File: src/hdl/apst_pkg.sv
`default_nettype none

package apst_pkg;

  // Command codes of a request transaction.
  localparam logic [1:0] CMD_READ  = 2'd0;
  localparam logic [1:0] CMD_WRITE = 2'd1;
  localparam logic [1:0] CMD_TICK  = 2'd2;

  // Register byte offsets.
  localparam logic [11:0] OFF_TPR  = 12'h080;
  localparam logic [11:0] OFF_EOI  = 12'h0B0;
  localparam logic [11:0] OFF_SVR  = 12'h0F0;
  localparam logic [11:0] OFF_LVT  = 12'h320;
  localparam logic [11:0] OFF_INIT = 12'h380;
  localparam logic [11:0] OFF_CUR  = 12'h390;
  localparam logic [11:0] OFF_DIV  = 12'h3E0;

  // LVT timer bit positions.
  localparam int unsigned LVT_MASK_POS     = 16;
  localparam int unsigned LVT_PERIODIC_POS = 17;
  // Software enable bit of the spurious vector register.
  localparam int unsigned SVR_ENABLE_POS   = 8;

  localparam logic [8:0]  SVR_RESET = 9'h0FF;
  localparam logic [17:0] LVT_RESET = 18'h10000;

  // Divisor for the divide configuration code {bit3, bit1, bit0}.
  // Code 7 divides by one; others give 2, 4, ... 128.
  function automatic logic [7:0] divisor_of(input logic [3:0] code);
    logic [2:0] sel;
    sel = {code[3], code[1:0]};
    if (sel == 3'd7) begin
      divisor_of = 8'd1;
    end else begin
      divisor_of = 8'd2 << sel;
    end
  endfunction

endpackage

`default_nettype wire

File: src/hdl/apst_if.sv
`default_nettype none

// Request channel: one register access or one timer tick per transaction.
interface apst_req_if;
  logic        valid;
  logic        ready;
  logic [1:0]  command;
  logic [11:0] reg_offset;
  logic [31:0] write_data;

  modport source (output valid, output command, output reg_offset, output write_data,
                  input ready);
  modport sink (input valid, input command, input reg_offset, input write_data,
                output ready);
endinterface

// Response channel: one result per request transaction.
interface apst_rsp_if;
  logic        valid;
  logic        ready;
  logic [31:0] read_data;
  logic        irq_valid;
  logic [7:0]  irq_vector;

  modport source (output valid, output read_data, output irq_valid, output irq_vector,
                  input ready);
  modport sink (input valid, input read_data, input irq_valid, input irq_vector,
                output ready);
endinterface

`default_nettype wire

File: src/hdl/apic_style_periodic_timer.sv
// Local-APIC-style timer with a valid/ready request and response channel.
// Each request transaction is a register read, a register write, or one
// input clock tick. Every request produces exactly one response transaction
// carrying the read data (zero unless a read) and any interrupt delivered.
// A request is captured into an input register; once the output register
// is free, the register file and counters are updated and the response is
// loaded into the output register, from which it is offered. While the
// receiver keeps ready high, one request can be accepted every cycle.
// The rate is set by the single update path between the input register and
// the output register, which handles one transaction per cycle unless stalled.
// When the receiver stalls, the output register holds its response, the
// input register holds the next request, and ready drops once both are
// full; nothing is lost or repeated. Reset (rst_ni low, asynchronous) empties
// both stages and returns the registers to their defaults: software
// disabled, timer masked and one-shot, all counts zero, divide by two.
`default_nettype none

module apic_style_periodic_timer (
  input  wire logic   clk_i,
  input  wire logic   rst_ni,
  apst_req_if.sink    req_i,
  apst_rsp_if.source  rsp_o
);

  // Input register stage.
  logic        s1_valid_q;
  logic [1:0]  s1_cmd_q;
  logic [11:0] s1_off_q;
  logic [31:0] s1_data_q;

  // Output register stage.
  logic        out_valid_q;
  logic [31:0] out_rdata_q, out_rdata_d;
  logic        out_irq_q, out_irq_d;
  logic [7:0]  out_vec_q, out_vec_d;

  // Architectural state.
  logic [7:0]  tpr_q, tpr_d;
  logic [8:0]  svr_q, svr_d;
  logic [17:0] lvt_q, lvt_d;
  logic [31:0] init_q, init_d;
  logic [31:0] cur_q, cur_d;
  logic [3:0]  div_q, div_d;
  logic [6:0]  pre_q, pre_d;
  logic        insvc_q, insvc_d;
  logic        pend_q, pend_d;

  logic        out_free;
  logic        s1_fire;
  logic        in_fire;
  logic [31:0] cur_dec;
  logic [7:0]  pre_inc;

  // The update stage moves whenever the output register is empty or drained.
  assign out_free      = !out_valid_q || rsp_o.ready;
  assign s1_fire       = s1_valid_q && out_free;
  assign req_i.ready   = !s1_valid_q || out_free;
  assign in_fire       = req_i.valid && req_i.ready;

  assign rsp_o.valid      = out_valid_q;
  assign rsp_o.read_data  = out_rdata_q;
  assign rsp_o.irq_valid  = out_irq_q;
  assign rsp_o.irq_vector = out_vec_q;

  assign cur_dec = cur_q - 32'd1;
  assign pre_inc = {1'b0, pre_q} + 8'd1;

  always_comb begin
    tpr_d       = tpr_q;
    svr_d       = svr_q;
    lvt_d       = lvt_q;
    init_d      = init_q;
    cur_d       = cur_q;
    div_d       = div_q;
    pre_d       = pre_q;
    insvc_d     = insvc_q;
    pend_d      = pend_q;
    out_rdata_d = 32'd0;
    out_irq_d   = 1'b0;

    case (s1_cmd_q)
      apst_pkg::CMD_READ: begin
        case (s1_off_q)
          apst_pkg::OFF_TPR:  out_rdata_d = {24'd0, tpr_q};
          apst_pkg::OFF_SVR:  out_rdata_d = {23'd0, svr_q};
          apst_pkg::OFF_LVT:  out_rdata_d = {14'd0, lvt_q};
          apst_pkg::OFF_INIT: out_rdata_d = init_q;
          apst_pkg::OFF_CUR:  out_rdata_d = cur_q;
          apst_pkg::OFF_DIV:  out_rdata_d = {28'd0, div_q};
          default:            out_rdata_d = 32'd0;
        endcase
      end
      apst_pkg::CMD_WRITE: begin
        case (s1_off_q)
          apst_pkg::OFF_TPR: tpr_d = s1_data_q[7:0];
          apst_pkg::OFF_SVR: svr_d = s1_data_q[8:0];
          apst_pkg::OFF_LVT: lvt_d = {s1_data_q[17:16], 8'd0, s1_data_q[7:0]};
          apst_pkg::OFF_INIT: begin
            init_d = s1_data_q;
            cur_d  = s1_data_q;
            pre_d  = 7'd0;
          end
          apst_pkg::OFF_DIV: div_d = {s1_data_q[3], 1'b0, s1_data_q[1:0]};
          apst_pkg::OFF_EOI: begin
            // A waiting expiry goes out on the EOI itself and stays in service.
            if (insvc_q) begin
              if (pend_q) begin
                pend_d    = 1'b0;
                out_irq_d = 1'b1;
              end else begin
                insvc_d = 1'b0;
              end
            end
          end
          default: ;
        endcase
      end
      apst_pkg::CMD_TICK: begin
        if (cur_q != 32'd0) begin
          if (pre_inc >= apst_pkg::divisor_of(div_q)) begin
            pre_d = 7'd0;
            cur_d = cur_dec;
            if (cur_dec == 32'd0) begin
              if (lvt_q[apst_pkg::LVT_PERIODIC_POS]) begin
                cur_d = init_q;
              end
              if (!lvt_q[apst_pkg::LVT_MASK_POS] && svr_q[apst_pkg::SVR_ENABLE_POS]) begin
                if (!insvc_q) begin
                  insvc_d   = 1'b1;
                  out_irq_d = 1'b1;
                end else begin
                  pend_d = 1'b1;
                end
              end
            end
          end else begin
            pre_d = pre_inc[6:0];
          end
        end
      end
      default: ;
    endcase

    out_vec_d = out_irq_d ? lvt_d[7:0] : 8'd0;
  end

  always_ff @(posedge clk_i or negedge rst_ni) begin
    if (!rst_ni) begin
      s1_valid_q  <= 1'b0;
      out_valid_q <= 1'b0;
      tpr_q       <= 8'd0;
      svr_q       <= apst_pkg::SVR_RESET;
      lvt_q       <= apst_pkg::LVT_RESET;
      init_q      <= 32'd0;
      cur_q       <= 32'd0;
      div_q       <= 4'd0;
      pre_q       <= 7'd0;
      insvc_q     <= 1'b0;
      pend_q      <= 1'b0;
    end else begin
      if (req_i.ready) begin
        s1_valid_q <= req_i.valid;
      end
      if (out_free) begin
        out_valid_q <= s1_valid_q;
      end
      if (s1_fire) begin
        tpr_q   <= tpr_d;
        svr_q   <= svr_d;
        lvt_q   <= lvt_d;
        init_q  <= init_d;
        cur_q   <= cur_d;
        div_q   <= div_d;
        pre_q   <= pre_d;
        insvc_q <= insvc_d;
        pend_q  <= pend_d;
      end
    end
  end

  // Payload registers carry no reset.
  always_ff @(posedge clk_i) begin
    if (in_fire) begin
      s1_cmd_q  <= req_i.command;
      s1_off_q  <= req_i.reg_offset;
      s1_data_q <= req_i.write_data;
    end
    if (s1_fire) begin
      out_rdata_q <= out_rdata_d;
      out_irq_q   <= out_irq_d;
      out_vec_q   <= out_vec_d;
    end
  end

  // An expiry can only wait while another interrupt is in service.
  a_pend_needs_insvc: assert property (@(posedge clk_i) disable iff (!rst_ni)
    pend_q |-> insvc_q)
    else $error("expiry pending with nothing in service");

  // A delivered interrupt still waiting in the output register is in service.
  a_irq_in_service: assert property (@(posedge clk_i) disable iff (!rst_ni)
    (out_valid_q && out_irq_q) |-> insvc_q)
    else $error("interrupt offered while not in service");

  // No vector is reported without an interrupt.
  a_vec_zero: assert property (@(posedge clk_i) disable iff (!rst_ni)
    (out_valid_q && !out_irq_q) |-> (out_vec_q == 8'd0))
    else $error("vector reported without interrupt");

  // The counter changes only when a transaction passes the update stage.
  a_count_moves_on_fire: assert property (@(posedge clk_i) disable iff (!rst_ni)
    !$stable(cur_q) |-> $past(s1_fire))
    else $error("current count changed without a transaction");

endmodule

`default_nettype wire

File: src/flat_wrapper.sv
// flat-port wrapper written by rule: the top's interface ports become plain ports
module apic_style_periodic_timer_flat 
  (clk_i, rst_ni, req_i_valid, req_i_command, req_i_reg_offset, req_i_write_data, req_i_ready, rsp_o_valid, rsp_o_read_data, rsp_o_irq_valid, rsp_o_irq_vector, rsp_o_ready);
  apst_req_if req_i_i ();
  apst_rsp_if rsp_o_i ();
  input  wire logic clk_i;
  input  wire logic rst_ni;
  input wire logic [$bits(req_i_i.valid)-1:0] req_i_valid;
  input wire logic [$bits(req_i_i.command)-1:0] req_i_command;
  input wire logic [$bits(req_i_i.reg_offset)-1:0] req_i_reg_offset;
  input wire logic [$bits(req_i_i.write_data)-1:0] req_i_write_data;
  output wire logic [$bits(req_i_i.ready)-1:0] req_i_ready;
  output wire logic [$bits(rsp_o_i.valid)-1:0] rsp_o_valid;
  output wire logic [$bits(rsp_o_i.read_data)-1:0] rsp_o_read_data;
  output wire logic [$bits(rsp_o_i.irq_valid)-1:0] rsp_o_irq_valid;
  output wire logic [$bits(rsp_o_i.irq_vector)-1:0] rsp_o_irq_vector;
  input wire logic [$bits(rsp_o_i.ready)-1:0] rsp_o_ready;
  assign req_i_i.valid = req_i_valid;
  assign req_i_i.command = req_i_command;
  assign req_i_i.reg_offset = req_i_reg_offset;
  assign req_i_i.write_data = req_i_write_data;
  assign req_i_ready = req_i_i.ready;
  assign rsp_o_valid = rsp_o_i.valid;
  assign rsp_o_read_data = rsp_o_i.read_data;
  assign rsp_o_irq_valid = rsp_o_i.irq_valid;
  assign rsp_o_irq_vector = rsp_o_i.irq_vector;
  assign rsp_o_i.ready = rsp_o_ready;
  apic_style_periodic_timer u_core (.clk_i(clk_i), .rst_ni(rst_ni), .req_i(req_i_i), .rsp_o(rsp_o_i));
endmodule
File: config.mk
export PLATFORM = sky130hd
export DESIGN_NAME = apic_style_periodic_timer_flat
export DESIGN_NICKNAME = d
export VERILOG_FILES = /design/src/hdl/apst_pkg.sv /design/src/hdl/apst_if.sv /design/src/hdl/apic_style_periodic_timer.sv /design/src/flat_wrapper.sv
export SDC_FILE = /design/constraint.sdc
export NUM_CORES = 1
export LEC_CHECK = 0
export BUFFER_PORTS_ARGS = -buffer_cell sky130_fd_sc_hd__buf_2
export CORE_ASPECT_RATIO = 2
export CORE_UTILIZATION = 47
export CTS_CLUSTER_SIZE = 20
export DETAILED_ROUTE_END_ITERATION = 8
export GPL_TIMING_DRIVEN = 0
export PLACE_DENSITY = 0.71
export SYNTH_ARGS = -nofsm -noshare
export SYNTH_HDL_FRONTEND = slang
export SYNTH_SLANG_ARGS = --single-unit
File: constraint.sdc
create_clock -name clk_i -period 4.9 [get_ports clk_i]
set_clock_uncertainty 0.05 [all_clocks]
set_input_delay 0.245 -clock clk_i [delete_from_list [all_inputs] [get_ports clk_i]]
set_output_delay 0.245 -clock clk_i [all_outputs]
set_load 0.01 [all_outputs]
==> metrics.txt <==
drt first pass iters 5; crit path max-delay cell type nor4_1; CTS H-tree lvls 4; antenna violations before repair 0; Synth Net Count approximately 830; Ys Warns 0; DR iter-0 viols 481; power density over the cells 368 nW/um^2; Layout area overhead 21.1%; Post-Syn Area ~9100 um^2; Avg WL per Cell roughly 20 um; number of inserted diodes 0; Max-slew headroom 25.8%; top_reg_cell synth dfrtp_1; nets@finish 992; pre-CTS setup slack around 480 ps; Starting Density 48.4%; Synth Area per Inst 12.0 um^2; Max Cap Violations 0; critical path class register to register; layout cell share with drive strength beyond 1 26.3%; CTS Buffer Depth 2; worst hold slack 248 ps; Worst-Skew Late Latency between 400 and 500 ps; Via density 5.76; Mapped Cells approximately 760; Clock transition at path regs 70 ps; Die W 101 um; fin cells 1,195; class of the most critical hold timing path input port to async pin; critical path startpoint category register; count of cell types in the netlist slightly above 60; final max-slew violation count 0; worst ir drop on vdd 0.251 mV; total core area 18,900 um^2; clk sinks 192; DRC Markers 0; grt total ovfl 0; CP startpoint u_core.cur_q[0]; clk root buf clkbuf_16; CP Cell Sequence inv_1 -> ha_1 -> nor3b_1 -> nand3_2 -> nor3_1 -> xor2_1 -> nor4_1 -> nand4_1 -> o32a_1 -> buf_4 -> a21oi_2; WL final between 20,000 and 25,000 um; #FFs+latches synth 192; RSZ-0062 raised after global routing no; Final Cycle Share 90.1%; crit path max fanout 9; cts repair resizes 0; delay of the slowest critical-path stage between 700 and 800 ps; sequential cell area fraction in the yosys report 57.4%; asr flop ratio synth 54.7%; CP Capture Type register; minimum clock period around 4400 ps; first-pass GRT wire length between 30,000 and 40,000 um; number of global-route vias before repair 6,982; data arrival time of the critical path between 4000 and 5000 ps; I/O Buffers 92; Setup WS post-layout 485 ps; # placed instances 1,114; die height between 150 and 200 um; TritonCTS clock tree yes; leading area contributor after synthesis edfxtp_1; # IOs 93; Num CTS Buffers 17; Worst-Margin Slew about 1100 ps; reg2reg start u_core.cur_q[0]; post-CTS setup buffers 0; number of flops mapped to enable cells by yosys 87; Worst Path Required about 5200 ps; total power 4.08 mW; GR Util All Layers about 25%; die area 20,100 um^2; status finished, final reports clean; P_leak 4.30 nW; Hold Buf Count CTS 49; post-placement cell area ~10,000 um^2; final hold violations 0; Setup TNS 0 ps; FMAX 227 MHz; Routed Antenna Nets 0; maximum number of pins on one net before global-route repair 72; post-synth top area share 28.6%; reg2reg path depth 11; final setup vio count 0; Layout Utilization between 50% and 60%; detailed placement HPWL roughly 17,000 um; DR vias between 6,000 and 7,000; Rows 71; Placer Congestion roughly 0.96; design area 11,100 um^2; synth top area cells edfxtp_1 29%, dfrtp_1 26%, mux2_2 7.4%, nor2_1 3.0%, dfstp_2 2.6%
sequential cells by signal, indices dropped and copies added (netlist names), 8 cells and up:
signal,count
u_core.init_q,32
u_core.rsp_o.read_data,32
u_core.svr_q,9
u_core.s1_data_q,32
u_core.cur_q,32
u_core.lvt_q,10
u_core.s1_off_q,12
u_core.tpr_q,8
u_core.rsp_o.irq_vector,8
final timing paths:
check                                             end  slack, ps
min reg2reg                        u_core.rsp_o.valid        450
max                        u_core.rsp_o.irq_vector[5]        490
min                                 u_core.init_q[29]        250
max reg2reg                u_core.rsp_o.irq_vector[5]        490
min in group clk_i               u_core.s1_data_q[12]        440
max in group asynchronous             u_core.svr_q[0]       3760
synthesized netlist by cell type, drive strengths merged, types with 2 or more instances:
library cell	number
o41ai	3
a211oi	24
nor2	74
a211o	2
xor2	20
nor4	18
nor3	21
o21ai	17
or3b	4
a21oi	20
nor3b	2
edfxtp	87
and4	3
a21o	2
nor4b	3
nand2b	7
and3	8
inv	13
nor2b	2
clkbuf	32
nand2	41
nand3b	5
nand3	27
a31oi	4
mux2	61
o22ai	32
or4	6
or3	10
dfstp	9
ha	15
xnor2	13
a22oi	26
and2	4
dfrtp	96
buf	17
a21boi	3
a222oi	14
nand4	8
where the power goes:
part,switching (mW),leakage [nW],internal [mW],total [mW]
sequential,0.158,2.19,1.85,2.00
clock,0.636,0.278,0.757,1.39
combinational,0.415,1.84,0.268,0.682
critical path, delay by kind of cell (launching register included):
family / cells / cell delay, ps
simple gates: 5 / 2420
compound gates: 2 / 560
flops: 1 / 470
buf+inv: 2 / 340
fa+ha+maj: 1 / 240
xor+xnor: 1 / 200
per-layer routing:
layer | track usage [%] | wire, um | part of all wire, % | vias to the layer above
li1 | - | - | - | 3219
met1 | 25.9 | 8250 | 35 | 3358
met2 | 45.5 | 13000 | 55 | 214
met3 | 4.06 | 942 | 4.0 | 91
met4 | 17.7 | 1410 | 6.0 | 0
met5 | 0 | 0 | 0 | -
cells in the final DEF (no fill, tap or decap), types with 9 or more instances in the layout:
master | Yosys | routed
xnor2_1 | 13 | 13
mux2_2 | 60 | 60
xor2_1 | 20 | 20
buf_2 | 11 | 102
a211oi_2 | 11 | 11
dfstp_2 | 9 | 9
clkbuf_16 | 0 | 17
a22oi_1 | 26 | 26
nor3_1 | 19 | 18
a21oi_1 | 11 | 11
dfrtp_1 | 96 | 96
a211oi_1 | 13 | 13
nor4_1 | 16 | 16
nand2_1 | 40 | 40
o21ai_0 | 16 | 16
o22ai_1 | 32 | 32
clkbuf_1 | 32 | 31
edfxtp_1 | 87 | 87
or3_1 | 10 | 10
nand3_1 | 26 | 26
inv_1 | 13 | 13
nor2_1 | 74 | 74
a222oi_1 | 14 | 14
ha_1 | 15 | 15
dlygate4sd3_1 | 0 | 49
final cells by class:
class                   count  area [um^2]
multi-input cells         510         3630
plain buffers              49          229
repair buffers            144         1020
clock inverters            15          159
fillers                  1588         7840
clock buffers              17          425
flip-flops and latches    192         5250
well taps                 255          319
inverters                  13         48.8
cell families after synthesis:
family	after synthesis	synth area share (%)
compound gates	154	12.7
xor+xnor	33	3.16
fa+ha+maj	15	2.05
buf+inv	62	3.02
flops	192	57.4
mux	62	7.62
simple gates	246	14.0
Power figures use the tool's default switching activity.
